[config.mk]
export PLATFORM = sky130hd
export DESIGN_NAME = c8x_ctrl
export DESIGN_NICKNAME = d
export VERILOG_FILES = /design/src/hdl/c8x_pkg.sv /design/src/hdl/c8x_ctrl.sv
export SDC_FILE = /design/constraint.sdc
export NUM_CORES = 1
export LEC_CHECK = 0
export BUFFER_PORTS_ARGS = -buffer_cell sky130_fd_sc_hd__buf_2
export CAP_MARGIN = 10
export CORE_AREA = 8 8 45 47
export DETAILED_ROUTE_END_ITERATION = 10
export DIE_AREA = 0 0 53 55
export PLACE_DENSITY = 0.67
export RECOVER_POWER = 25
export SYNTH_ARGS = -nofsm -noshare
export SYNTH_HDL_FRONTEND = slang
export SYNTH_SLANG_ARGS = --single-unit
[constraint.sdc]
create_clock -name clk -period 1.6 [get_ports clk]
set_clock_uncertainty 0.1 [all_clocks]
set_input_delay 0.08 -clock clk [delete_from_list [all_inputs] [get_ports clk]]
set_output_delay 0.08 -clock clk [all_outputs]
set_load 0.03 [all_outputs]
[src/hdl/c8x_pkg.sv]
// Shared types and constants for the CHIP-8 instruction executor.
// Used by the controller, the datapath and the top level.
package c8x_pkg;

	localparam int MEM_BYTES      = 4096;
	localparam int DISPLAY_WIDTH  = 64;
	localparam int DISPLAY_HEIGHT = 32;

	typedef enum logic [5:0] {
		OP_CLS = 6'd0, OP_RET = 6'd1, OP_JMP = 6'd2, OP_CALL = 6'd3,
		OP_SE_K = 6'd4, OP_SNE_K = 6'd5, OP_SE_R = 6'd6, OP_SNE_R = 6'd7,
		OP_LD_K = 6'd8, OP_ADD_K = 6'd9, OP_LD_R = 6'd10, OP_OR = 6'd11,
		OP_AND = 6'd12, OP_XOR = 6'd13, OP_ADD_R = 6'd14, OP_SUB = 6'd15,
		OP_SHR = 6'd16, OP_SHL = 6'd17, OP_SUBN = 6'd18, OP_LD_I = 6'd19,
		OP_JP_V0 = 6'd20, OP_RND = 6'd21, OP_DRW = 6'd22, OP_LD_VDT = 6'd23,
		OP_LD_VK = 6'd24, OP_LD_DT = 6'd25, OP_LD_ST = 6'd26, OP_ADD_I = 6'd27,
		OP_LD_F = 6'd28, OP_LD_B = 6'd29, OP_ST_REGS = 6'd30, OP_LD_REGS = 6'd31,
		OP_NOP = 6'd32, OP_MEM_WR = 6'd33, OP_FB_RD = 6'd34
	} op_t;

	typedef enum logic [3:0] {
		ST_IDLE, ST_EXEC, ST_CLR, ST_BCD, ST_BLK_ST, ST_BLK_RD, ST_BLK_WB,
		ST_DRW_RD, ST_DRW_WAIT, ST_DRW_FB, ST_DRW_WR, ST_FB_RD, ST_FB_WAIT, ST_DONE
	} state_t;

	typedef enum logic [3:0] {
		CMD_NONE, CMD_LATCH, CMD_EXEC, CMD_CLR, CMD_BCD, CMD_BLK_ST, CMD_BLK_RD,
		CMD_BLK_WB, CMD_DRW_RD, CMD_DRW_FB, CMD_DRW_WR, CMD_FB_RD, CMD_DONE
	} cmd_code_t;

	typedef struct packed {
		cmd_code_t code;
	} ctl_cmd_t;

	typedef struct packed {
		op_t    op;
		logic   last;
		logic   drw_empty;
	} dp_status_t;

endpackage

[src/hdl/c8x_ctrl.sv]
// Controller state machine for the CHIP-8 instruction executor.
// Depends on c8x_pkg; drives commands into c8x_datapath.
module c8x_ctrl
	import c8x_pkg::*;
(
	input  logic       clk,
	input  logic       arst_n,
	input  logic       start,
	output logic       busy,
	output ctl_cmd_t   cmd,
	input  dp_status_t status
);

	state_t state_q, state_d;

	always_ff @(posedge clk or negedge arst_n) begin
		if (!arst_n) state_q <= ST_IDLE;
		else         state_q <= state_d;
	end

	always_comb begin
		state_d  = state_q;
		cmd.code = CMD_NONE;
		busy     = (state_q != ST_IDLE);
		unique case (state_q)
			ST_IDLE: begin
				if (start) begin
					cmd.code = CMD_LATCH;
					state_d  = ST_EXEC;
				end
			end
			ST_EXEC: begin
				unique case (status.op)
					OP_CLS:     state_d = ST_CLR;
					OP_LD_B:    state_d = ST_BCD;
					OP_ST_REGS: state_d = ST_BLK_ST;
					OP_LD_REGS: state_d = ST_BLK_RD;
					OP_DRW:     state_d = status.drw_empty ? ST_DONE : ST_DRW_RD;
					OP_FB_RD:   state_d = ST_FB_RD;
					default: begin
						cmd.code = CMD_EXEC;
						state_d  = ST_DONE;
					end
				endcase
			end
			ST_CLR: begin
				cmd.code = CMD_CLR;
				if (status.last) state_d = ST_DONE;
			end
			ST_BCD: begin
				cmd.code = CMD_BCD;
				if (status.last) state_d = ST_DONE;
			end
			ST_BLK_ST: begin
				cmd.code = CMD_BLK_ST;
				if (status.last) state_d = ST_DONE;
			end
			ST_BLK_RD: begin
				cmd.code = CMD_BLK_RD;
				state_d  = ST_BLK_WB;
			end
			ST_BLK_WB: begin
				cmd.code = CMD_BLK_WB;
				state_d  = status.last ? ST_DONE : ST_BLK_RD;
			end
			ST_DRW_RD: begin
				cmd.code = CMD_DRW_RD;
				state_d  = ST_DRW_WAIT;
			end
			ST_DRW_WAIT: begin
				cmd.code = CMD_DRW_FB;
				state_d  = ST_DRW_FB;
			end
			ST_DRW_FB: begin
				cmd.code = CMD_DRW_WR;
				state_d  = ST_DRW_WR;
			end
			ST_DRW_WR: begin
				cmd.code = CMD_DRW_WR;
				state_d  = status.last ? ST_DONE : ST_DRW_RD;
			end
			ST_FB_RD: begin
				cmd.code = CMD_FB_RD;
				state_d  = ST_FB_WAIT;
			end
			ST_FB_WAIT: state_d = ST_DONE;
			ST_DONE: begin
				cmd.code = CMD_DONE;
				state_d  = ST_IDLE;
			end
			default: state_d = ST_IDLE;
		endcase
	end

endmodule

==> results of run 1 <==
power groups by stage:
stage | Combinational, mW | Sequential [mW] | Clock [mW]
after floorplan | 0.825 | 0.203 | 0
after global placement | 1.25 | 0.202 | 0
after detailed placement | 1.26 | 0.202 | 0
after CTS | 1.40 | 0.208 | 0.132
after global routing | 1.54 | 0.217 | 0.140
final | 1.42 | 0.207 | 0.130
cell families (layout without fill, tap and decap cells):
kind of cell	Yosys count	count (layout)	share of synthesized area [%]
compound gates	26	26	35.7
xor+xnor	1	1	1.72
buf+inv	8	37	5.91
flops	4	4	19.7
mux	3	3	5.91
simple gates	30	30	31.0
per-stage QoR:
step / setup TNS [ps] / util (%) / hold slack (ps) / setup slack, ps
floorplan: -12.4 / - / -316 / -12.4
global placement: 0 / 50.3 / -214 / 46.4
detailed placement: 0 / 50.3 / -214 / 43.8
CTS: -34.1 / 55.9 / 68.8 / -34.1
global route: -167 / 56.1 / 118 / -121
finish: -47.6 / 56.1 / 86.6 / -47.6
final cells by class:
cell class / instances / area, sq um
tap: 16 / 20.0
fill: 128 / 607
inverter: 4 / 17.5
sequential: 4 / 101
multi-input combinational: 60 / 405
clock buffer: 3 / 22.5
timing repair buffer: 30 / 210
final timing paths:
| check | startpoint | to | depth (start not counted) |
|---|---|---|---|
| hold reg to reg | state_q[1]$_DFFE_PN0P_ | state_q[0]$_DFFE_PN0P_ | 4 |
| setup reg to reg | state_q[2]$_DFFE_PN0P_ | state_q[3]$_DFFE_PN0P_ | 6 |
| setup / recovery | state_q[2]$_DFFE_PN0P_ | cmd[1] | 5 |
| hold / removal | arst_n | state_q[2]$_DFFE_PN0P_ | 2 |
| max in group asynchronous | arst_n | state_q[0]$_DFFE_PN0P_ | 2 |
| min in group clk | status[0] | state_q[3]$_DFFE_PN0P_ | 5 |
cells in the mapped netlist (all sizes together):
| cell type | number | area [sq um] |
|---|---|---|
| nor3b | 1 | 7.51 |
| a21oi | 9 | 45.0 |
| o22ai | 1 | 6.26 |
| inv | 4 | 15.0 |
| a22oi | 1 | 7.51 |
| nand3b | 1 | 7.51 |
| clkbuf | 3 | 11.3 |
| mux2i | 3 | 30.0 |
| or3b | 1 | 8.76 |
| and2 | 1 | 6.26 |
| o21ai | 6 | 30.0 |
| nand2 | 6 | 22.5 |
| o31ai | 2 | 15.0 |
| o21bai | 1 | 7.51 |
| a41oi | 1 | 8.76 |
| o211a | 1 | 10.0 |
| a2bb2oi | 1 | 8.76 |
| or3 | 2 | 12.5 |
| nor3 | 7 | 35.0 |
| o32ai | 2 | 32.5 |
| o32a | 1 | 10.0 |
| buf | 1 | 3.75 |
| nand3 | 1 | 5.00 |
| or4 | 1 | 11.3 |
| nor2b | 2 | 12.5 |
| dfrtp | 4 | 100 |
| xor2 | 1 | 8.76 |
| nor2 | 7 | 28.8 |
per-layer routing:
metal | vias up | GRT usage, %
met4 | 0 | 7.76
met3 | 2 | 0.802
met1 | 289 | 12.2
met2 | 21 | 21.5
li1 | 328 | -
met5 | - | 0
timing repair:
action | 4_1_cts | 5_1_grt
hold buffers | 1 | 0
setup endpoints to repair | 4 | 4
hold endpoints to repair | 4 | 0
setup buffers | 2 | 0
resized for setup | 13 | 3
pin swaps | 2 | 0
==> reports/summary.json, run 1 <==
{
  "outcome": {
    "violated_checks": "negative setup slack",
    "run_status": "finished with violations"
  },
  "cts": {
    "cts_num_sinks": 4,
    "worst_skew_pair_latency_ps": 250,
    "cts_tree": "built",
    "cts_inserted_buffers": 3,
    "max-clock-path-buffers": 2,
    "cts.reportedPaths.clkPinSlew_ps": 40,
    "clock-root-buffer": "clkbuf_4",
    "cts.htree.levels": 1
  },
  "pwr": {
    "report.power.total_mw": 1.76,
    "p_sw_mw": 0.862,
    "p_per_area_nw_per_um2": 2270,
    "pwr-share-seq_pct": 11.8,
    "p_int_mw": 0.899,
    "max-vdd-ir-drop_uv": 690,
    "p_clk_share_pct": 7.4,
    "switching_share_of_power_pct": 48.9,
    "proportion_of_power_drawn_by_combinational_gates_pct": 80.9,
    "power_leakage_nw": 0.347
  },
  "job": {
    "max_cap_viol_count": 0
  },
  "final_layout": {
    "max_flop_register": "state_q",
    "antenna-diode-count": 0,
    "fin_area_sq_um": 777,
    "areaGrowthSynthToFinish_pct": 53.0,
    "layout_commonest_cell": "buf_4",
    "top_regs": "state_q (4)",
    "layout.nets": 114,
    "layout_common_cells": "buf_4, buf_2, a21oi_1",
    "max_reg_flops": 4,
    "fraction_of_final_layout_cells_sized_beyond_drive_strength_1_pct": 42.6,
    "finish.cell_count_without_fillers": 117
  },
  "setup_path": {
    "crit_chain": "nor2_2 -> nand3_2 -> or3_4 -> o21ai_2 -> buf_6",
    "critical_path.endpoint_type": "primary output",
    "cp_max_fo": 3,
    "start_kind": "register",
    "cp.buffers_inverters": 1,
    "required_ps": 1420,
    "critPathSlowestCell": "dfrtp_1",
    "timing.critical_path.max_delay_family": "simple AND/OR/NAND/NOR gates",
    "max_stage_delay_ps": 400,
    "critical_path_arrival_ps": 1470,
    "rrSetupSlack_ps": 60,
    "worst-setup-path-type": "register to primary output"
  },
  "place": {
    "post_dp_cell_area_sq_um": 696,
    "place.port_buffers": 15,
    "routability_congestion_estimate": 0.882,
    "placed_cells_incl_taps": 112,
    "dp.final_hpwl_um": 1200
  },
  "route": {
    "drtIter0Drc": 13,
    "detailroute.wirelength.met2_um": 795,
    "via_per_inst": 5.47,
    "routedLengthMet1_um": 662,
    "vias": 640,
    "drtAntennaViolNets": 0,
    "postRouteWirelength_um": 1540,
    "drt-wirelength-per-cell_um": 13.2,
    "met3WireLength_um": 64,
    "drcViolationCount": 0,
    "dr.pass1.iters": 4,
    "top_layer": "met4"
  },
  "sta": {
    "rsz0062_at_grt": "yes",
    "maxClockFrequency_ghz": 0.607,
    "finalSetupViolCount": 1,
    "worst_case_setup_margin_in_the_final_layout_ps": -47.6,
    "final_hold_viol_count": 0,
    "slew_at_the_pin_with_the_worst_max_slew_slack_ps": 302,
    "max_slew_margin_pct": 79.9,
    "layout_min_cycle_time_ps": 1650,
    "min_period_over_period_pct": 103,
    "slew_viol_final": 0
  },
  "synth": {
    "ys_seq_elements": 4,
    "sequential_element_share_of_the_synthesized_area_pct": 19.7,
    "count_of_different_cell_masters_after_synthesis": 30,
    "ys_warn_count": 0,
    "synth.cell_area_sq_um": 508,
    "mappedNetlistNets": 83,
    "synth.avg_cell_area_sq_um": 7.06,
    "netlist_instances": 72
  },
  "global_route": {
    "global_route_wire_length_before_repair_um": 2540,
    "grt_use_total_pct": 11.6,
    "grt_max_degree": 12,
    "grt_pass1_vias": 624,
    "globalRoute.totalOverflow": 0,
    "grt_antenna_before_repair": 0
  },
  "die": {
    "placementRows": 14,
    "floorplan.core_area_sq_um": 1380,
    "boundaryPins": 16,
    "height_of_the_die_um": 55,
    "floorplan.die_area_sq_um": 2920,
    "die_width_um": 53,
    "start_util_pct": 36.7
  },
  "min_path": {
    "hold_class": "input pin to asynchronous set/reset pin"
  }
}
(Power assumes the default switching activity.)
==> run 2, diff against run 1 <==
==> constraint.sdc (replaced) <==
create_clock -name clk -period 1.6 [get_ports clk]
set_clock_uncertainty 0.1 [all_clocks]
set_input_delay 0.24 -clock clk [delete_from_list [all_inputs] [get_ports clk]]
set_output_delay 0.24 -clock clk [all_outputs]
set_load 0.03 [all_outputs]
==> reports/summary.json, run 2 (synthesis results as in run 1) <==
{
  "outcome": {
    "run_status": "finished with violations",
    "violated_checks": "negative setup slack"
  },
  "cts": {
    "cts_inserted_buffers": {"value": 3, "change": "unchanged"},
    "cts_tree": "built",
    "cts_num_sinks": {"value": 4, "change": "unchanged"},
    "worst_skew_pair_latency": {"value": 240, "unit": "ps", "change": "about the same"},
    "cts.reportedPaths.clkPinSlew": {"value": 40, "unit": "ps", "change": "about the same"},
    "max-clock-path-buffers": {"value": 2, "change": "unchanged"},
    "clock-root-buffer": "clkbuf_4",
    "cts.htree.levels": {"value": 1, "change": "unchanged"}
  },
  "die": {
    "floorplan.die_area": {"value": 2920, "unit": "sq um", "change": "unchanged"},
    "start_util": {"value": 36.7, "unit": "%", "change": "unchanged"},
    "die_width": {"value": 53, "unit": "um", "change": "unchanged"},
    "height_of_the_die": {"value": 55, "unit": "um", "change": "unchanged"},
    "floorplan.core_area": {"value": 1380, "unit": "sq um", "change": "unchanged"},
    "boundaryPins": {"value": 16, "change": "unchanged"},
    "placementRows": {"value": 14, "change": "unchanged"}
  },
  "global_route": {
    "grt_pass1_vias": {"value": 643, "change": "+3.0%"},
    "grt_max_degree": {"value": 14, "change": "+2"},
    "globalRoute.totalOverflow": {"value": 0, "change": "unchanged"},
    "global_route_wire_length_before_repair": {"value": 2560, "unit": "um", "change": "+0.79%"},
    "grt_use_total": {"value": 11.7, "unit": "%", "change": "+0.15 points"},
    "grt_antenna_before_repair": {"value": 0, "change": "unchanged"}
  },
  "route": {
    "via_per_inst": {"value": 5.75, "change": "+5.1%"},
    "vias": {"value": 667, "change": "+4.2%"},
    "drt-wirelength-per-cell": {"value": 13.4, "unit": "um", "change": "+1.8%"},
    "drtAntennaViolNets": {"value": 0, "change": "unchanged"},
    "postRouteWirelength": {"value": 1560, "unit": "um", "change": "+0.91%"},
    "drtIter0Drc": {"value": 18, "change": "+5"},
    "dr.pass1.iters": {"value": 4, "change": "unchanged"},
    "drcViolationCount": {"value": 0, "change": "unchanged"}
  },
  "setup_path": {
    "critPathSlowestCell": "or4_4",
    "required": {"value": 1260, "unit": "ps", "change": "-160 ps"},
    "critical_path_arrival": {"value": 1410, "unit": "ps", "change": "-60 ps"},
    "worst-setup-path-type": "input pin to primary output",
    "crit_chain": "buf_2 -> or4_4 -> o32ai_2 -> or3_4 -> o21ai_2 -> buf_6",
    "start_kind": "input pin",
    "timing.critical_path.max_delay_family": "simple AND/OR/NAND/NOR gates",
    "cp.buffers_inverters": {"value": 2, "change": "+1"},
    "max_stage_delay": {"value": 530, "unit": "ps", "change": "+130 ps"},
    "cp_max_fo": {"value": 2, "change": "-1"},
    "critical_path.endpoint_type": "primary output"
  },
  "final_layout": {
    "fillerInstances": {"value": 143, "change": "+12%"},
    "layout.nets": {"value": 113, "change": "-0.88%"},
    "register_area": {"value": 100, "unit": "sq um", "change": "-1.2%"},
    "max_flop_register": "state_q",
    "multi_input_comb_area": {"value": 404, "unit": "sq um", "change": "-0.31%"},
    "areaGrowthSynthToFinish_pct": 51.2,
    "layout_commonest_cell": "buf_4",
    "fin_util": {"value": 55.5, "unit": "%", "change": "-0.63 points"},
    "fin_area": {"value": 768, "unit": "sq um", "change": "-1.1%"},
    "top_regs": "state_q (4)",
    "fraction_of_final_layout_cells_sized_beyond_drive_strength_1": {"value": 41.0, "unit": "%", "change": "-1.6 points"},
    "max_reg_flops": {"value": 4, "change": "unchanged"},
    "antenna-diode-count": {"value": 0, "change": "unchanged"},
    "layout_common_cells": "buf_4, buf_2, a21oi_1"
  },
  "sta": {
    "slew_viol_final": {"value": 0, "change": "unchanged"},
    "final_hold_viol_count": {"value": 0, "change": "unchanged"},
    "finalSetupViolCount": {"value": 4, "change": "+3"},
    "maxClockFrequency": {"value": 0.573, "unit": "GHz", "change": "-5.6%"},
    "worst_case_setup_margin_in_the_final_layout": {"value": -145, "unit": "ps", "change": "-97.5 ps"},
    "rsz0062_at_grt": "yes",
    "layout_min_cycle_time": {"value": 1750, "unit": "ps", "change": "+97.5 ps"},
    "min_period_over_period": {"value": 109, "unit": "%", "change": "+6.1 points"},
    "holdWs": {"value": 262, "unit": "ps", "change": "+175 ps"},
    "max_slew_margin": {"value": 78.2, "unit": "%", "change": "-1.7 points"},
    "slew_at_the_pin_with_the_worst_max_slew_slack": {"value": 327, "unit": "ps", "change": "+25.0 ps"}
  },
  "place": {
    "detailedPlace.worstSlack": {"value": -227, "unit": "ps", "change": "-271 ps"},
    "place.port_buffers": {"value": 15, "change": "unchanged"},
    "dp.final_hpwl": {"value": 1200, "unit": "um", "change": "+0.52%"},
    "routability_congestion_estimate": {"value": 0.824, "change": "-6.6%"},
    "post_dp_cell_area": {"value": 692, "unit": "sq um", "change": "-0.54%"}
  },
  "pwr": {
    "max-vdd-ir-drop": {"value": 630, "unit": "uV", "change": "-8.7%"},
    "power_leakage": {"value": 0.342, "unit": "nW", "change": "-1.5%"},
    "report.power.total": {"value": 1.66, "unit": "mW", "change": "-5.6%"},
    "p_per_area": {"value": 2160, "unit": "nW/um^2", "change": "-4.5%"}
  },
  "min_path": {
    "hold_class": "input pin to asynchronous set/reset pin"
  },
  "job": {
    "max_cap_viol_count": {"value": 0, "change": "unchanged"}
  }
}
[run 2: where the power goes]
group,total (mW),switching (mW),internal (mW),leakage (nW)
logic,1.35,0.763,0.583,0.280
registers,0.187,0.0341,0.153,0.0487
clock network,0.129,0.0447,0.0841,0.0138
total,1.66,0.842,0.821,0.342
[run 2: repair_timing]
item,in CTS,in global routing
setup buffers,2,0
setup endpoints to repair,4,4
resized for setup,10,2
pin swaps,4,0
hold buffers,1,0
endpoints found under the hold margin,4,0
[run 2: routing by layer]
metal,global-route usage (%),vias to the layer above,part of all wire [%]
met3,2.41,2,6.0
met4,6.47,0,0.64
met5,0,-,0
met2,23.0,19,54
met1,11.0,319,39
li1,-,327,-
[run 2: final cells by class]
class                   instances  area share, %
repair buffers                 29           26.9
multi-input cells              60           52.6
flip-flops and latches          4           13.0
inverters                       4           1.95
clock buffers                   3           2.93
well taps                      16           2.61
[run 2: path summary, 6_finish.rpt]
path,from,endpoint,slack [ps],cells after the start
setup / recovery,status[6],cmd[1],-150,6
hold / removal,arst_n,state_q[3]$_DFFE_PN0P_,260,2
setup reg to reg,state_q[2]$_DFFE_PN0P_,state_q[3]$_DFFE_PN0P_,70,4
hold reg to reg,state_q[3]$_DFFE_PN0P_,state_q[1]$_DFFE_PN0P_,590,2
max in group asynchronous,arst_n,state_q[2]$_DFFE_PN0P_,940,2
min in group clk,status[0],state_q[1]$_DFFE_PN0P_,390,4
[run 2: stage by stage]
| step | setup TNS [ps] | cells |
|---|---|---|
| floorplan | -79.7 | 72 |
| global placement | -197 | 111 |
| detailed placement | -301 | 111 |
| CTS | -450 | 116 |
| global route | -676 | 116 |
| finish | -385 | 116 |
==> run 3, diff against run 2 <==
--- a/config.mk
+++ b/config.mk
@@ -12,6 +12,7 @@
 export DIE_AREA = 0 0 53 55
 export PLACE_DENSITY = 0.67
 export RECOVER_POWER = 25
+export SETUP_SLACK_MARGIN = 0.2
 export SYNTH_ARGS = -nofsm -noshare
 export SYNTH_HDL_FRONTEND = slang
 export SYNTH_SLANG_ARGS = --single-unit
==> reports/summary.json, run 3 (synthesis results as in run 1) <==
{
  "outcome": {
    "run_status": "finished with violations",
    "violated_checks": "negative setup slack"
  },
  "route": {
    "via_per_inst": {"value": 5.72, "change": "-0.60%"},
    "drt-wirelength-per-cell": {"value": 14.8, "unit": "um", "change": "+10%"},
    "drtAntennaViolNets": {"value": 0, "change": "unchanged"},
    "dr.pass1.iters": {"value": 4, "change": "unchanged"},
    "drtIter0Drc": {"value": 9, "change": "-9"},
    "routedLengthMet1": {"value": 750, "unit": "um", "change": "+22%"},
    "vias": {"value": 703, "change": "+5.4%"},
    "detailroute.wirelength.met2": {"value": 914, "unit": "um", "change": "+9.1%"},
    "drcViolationCount": {"value": 0, "change": "unchanged"},
    "top_layer": "met4",
    "postRouteWirelength": {"value": 1820, "unit": "um", "change": "+17%"},
    "met3WireLength": {"value": 82, "unit": "um", "change": "-12%"}
  },
  "sta": {
    "rsz0062_at_grt": "yes",
    "final_hold_viol_count": {"value": 0, "change": "unchanged"},
    "finalSetupViolCount": {"value": 4, "change": "unchanged"},
    "layout_min_cycle_time": {"value": 1750, "unit": "ps", "change": "+3.78 ps"},
    "max_slew_margin": {"value": 81.9, "unit": "%", "change": "+3.7 points"},
    "worst_case_setup_margin_in_the_final_layout": {"value": -149, "unit": "ps", "change": "-3.78 ps"},
    "min_period_over_period": {"value": 109, "unit": "%", "change": "+0.24 points"},
    "maxClockFrequency": {"value": 0.572, "unit": "GHz", "change": "-0.22%"},
    "slew_viol_final": {"value": 0, "change": "unchanged"},
    "slew_at_the_pin_with_the_worst_max_slew_slack": {"value": 270, "unit": "ps", "change": "-57.2 ps"}
  },
  "final_layout": {
    "antenna-diode-count": {"value": 0, "change": "unchanged"},
    "areaGrowthSynthToFinish_pct": 79.1,
    "fraction_of_final_layout_cells_sized_beyond_drive_strength_1": {"value": 56.1, "unit": "%", "change": "+15 points"},
    "max_reg_flops": {"value": 4, "change": "unchanged"},
    "fin_util": {"value": 65.7, "unit": "%", "change": "+10 points"},
    "layout_common_cells": "buf_4, buf_2, nand2_1, a21oi_1",
    "layout.nets": {"value": 119, "change": "+5.3%"},
    "top_regs": "state_q (4)",
    "fillerInstances": {"value": 116, "change": "-19%"},
    "max_flop_register": "state_q",
    "layout_commonest_cell": "buf_4"
  },
  "die": {
    "start_util": {"value": 36.7, "unit": "%", "change": "unchanged"},
    "floorplan.die_area": {"value": 2920, "unit": "sq um", "change": "unchanged"},
    "placementRows": {"value": 14, "change": "unchanged"},
    "boundaryPins": {"value": 16, "change": "unchanged"},
    "floorplan.core_area": {"value": 1380, "unit": "sq um", "change": "unchanged"},
    "height_of_the_die": {"value": 55, "unit": "um", "change": "unchanged"},
    "die_width": {"value": 53, "unit": "um", "change": "unchanged"}
  },
  "setup_path": {
    "critical_path_arrival": {"value": 1410, "unit": "ps", "change": "about the same"},
    "start_kind": "register",
    "rrSetupSlack": {"value": 90, "unit": "ps", "change": "+20 ps"},
    "worst_setup_path_endpoint": "cmd[3]",
    "timing.rr.end": "state_q[3]$_DFFE_PN0P_",
    "cp_max_fo": {"value": 9, "change": "+7"},
    "cp-startpoint": "state_q[2]$_DFFE_PN0P_",
    "required": {"value": 1260, "unit": "ps", "change": "about the same"},
    "critical_path.reg2reg.startpoint": "state_q[2]$_DFFE_PN0P_",
    "critical_path.endpoint_type": "primary output",
    "timing.reg2reg.worst_path_depth": {"value": 5, "change": "+1"},
    "worst-setup-path-type": "register to primary output"
  },
  "global_route": {
    "grt_use_total": {"value": 12.8, "unit": "%", "change": "+1.1 points"},
    "grt_antenna_before_repair": {"value": 0, "change": "unchanged"},
    "grt_max_degree": {"value": 10, "change": "-4"},
    "global_route_wire_length_before_repair": {"value": 2910, "unit": "um", "change": "+14%"},
    "globalRoute.totalOverflow": {"value": 0, "change": "unchanged"},
    "grt_pass1_vias": {"value": 718, "change": "+12%"}
  },
  "min_path": {
    "hold_class": "input pin to asynchronous set/reset pin"
  },
  "pwr": {
    "report.power.total": {"value": 2.00, "unit": "mW", "change": "+20%"},
    "max-vdd-ir-drop": {"value": 1190, "unit": "uV", "change": "+89%"},
    "power_leakage": {"value": 0.386, "unit": "nW", "change": "+13%"},
    "p_per_area": {"value": 2200, "unit": "nW/um^2", "change": "+1.5%"}
  },
  "place": {
    "routability_congestion_estimate": {"value": 0.889, "change": "+7.9%"},
    "detailedPlace.worstSlack": {"value": -158, "unit": "ps", "change": "+69.5 ps"},
    "dp.final_hpwl": {"value": 1230, "unit": "um", "change": "+2.5%"},
    "place.port_buffers": {"value": 15, "change": "unchanged"}
  },
  "cts": {
    "cts.reportedPaths.clkPinSlew": {"value": 40, "unit": "ps", "change": "about the same"},
    "clock-root-buffer": "clkbuf_4",
    "cts_tree": "built",
    "worst_skew_pair_latency": {"value": 240, "unit": "ps", "change": "about the same"},
    "max-clock-path-buffers": {"value": 2, "change": "unchanged"},
    "cts.htree.levels": {"value": 1, "change": "unchanged"},
    "cts_num_sinks": {"value": 4, "change": "unchanged"},
    "cts_inserted_buffers": {"value": 3, "change": "unchanged"}
  },
  "job": {
    "max_cap_viol_count": {"value": 0, "change": "unchanged"}
  }
}
==> run 3: cell count changes in the layout (fill, tap and decap cells not counted), moves of 2 or more <==
cell	delta
a21oi_1	-2
buf_4	+6
dfrtp_1	-2
dfrtp_2	+2
mux2i_1	-2
mux2i_2	+2
nor3_1	-3
nor3_2	+3
o21ai_0	-3
o21ai_1	+3
==> run 3: stage by stage <==
step                cell area, sq um  TNS, ps  hold slack [ps]  std cells
floorplan                        581        0             -156         72
global placement                 779     -183            -57.2        117
detailed placement               779     -246            -53.2        117
CTS                              878     -465              225        123
global route                     910     -750              313        123
finish                           910     -436              307        123
==> run 3: worst max-delay path, stage by stage (launching register included) <==
cell	delay, ps
dfrtp_2	410
buf_4	180
nor2b_2	170
mux2i_1	160
o22ai_2	80
buf_4	170
==> run 3: where the power goes <==
group / internal (mW) / switching (mW) / total [mW] / leakage (nW)
sequential: 0.158 / 0.0589 / 0.217 / 0.0467
clock: 0.0940 / 0.0473 / 0.141 / 0.0150
combinational: 0.752 / 0.887 / 1.64 / 0.324
==> run 3: repair_timing <==
item                       4_1_cts  5_1_grt
hold buffers                     1        0
buffers inserted                 1        0
setup endpoints to repair        8        9
pin swaps                        2        2
hold endpoints to repair         4        0
resized for setup               16       10
==> run 3: worst min-delay path by stage <==
stage	start	end	slack [ps]	cells after the start
2_1_floorplan	arst_n	state_q[0]$_DFFE_PN0P_	-160	0
3_3_place_gp	arst_n	state_q[1]$_DFFE_PN0P_	-60	1
4_1_cts	arst_n	state_q[3]$_DFFE_PN0P_	230	2
5_1_grt	arst_n	state_q[1]$_DFFE_PN0P_	310	2
6_report	arst_n	state_q[3]$_DFFE_PN0P_	310	2
3_5_place_dp	arst_n	state_q[3]$_DFFE_PN0P_	-50	1
==> run 3: area by class of cell <==
class | count | area (sq um) | share of cell area [%]
flip-flops and latches | 4 | 103 | 11.3
multi-input cells | 60 | 488 | 53.6
repair buffers | 35 | 258 | 28.3
clock buffers | 4 | 26.3 | 2.89
well taps | 16 | 20.0 | 2.20
inverters | 4 | 15.0 | 1.65
==> run 3: routing by layer <==
| metal | vias up | track usage (%) |
|---|---|---|
| li1 | 339 | - |
| met1 | 329 | 14.1 |
| met3 | 6 | 2.94 |
| met5 | - | 0 |
| met2 | 29 | 22.1 |
| met4 | 0 | 7.33 |
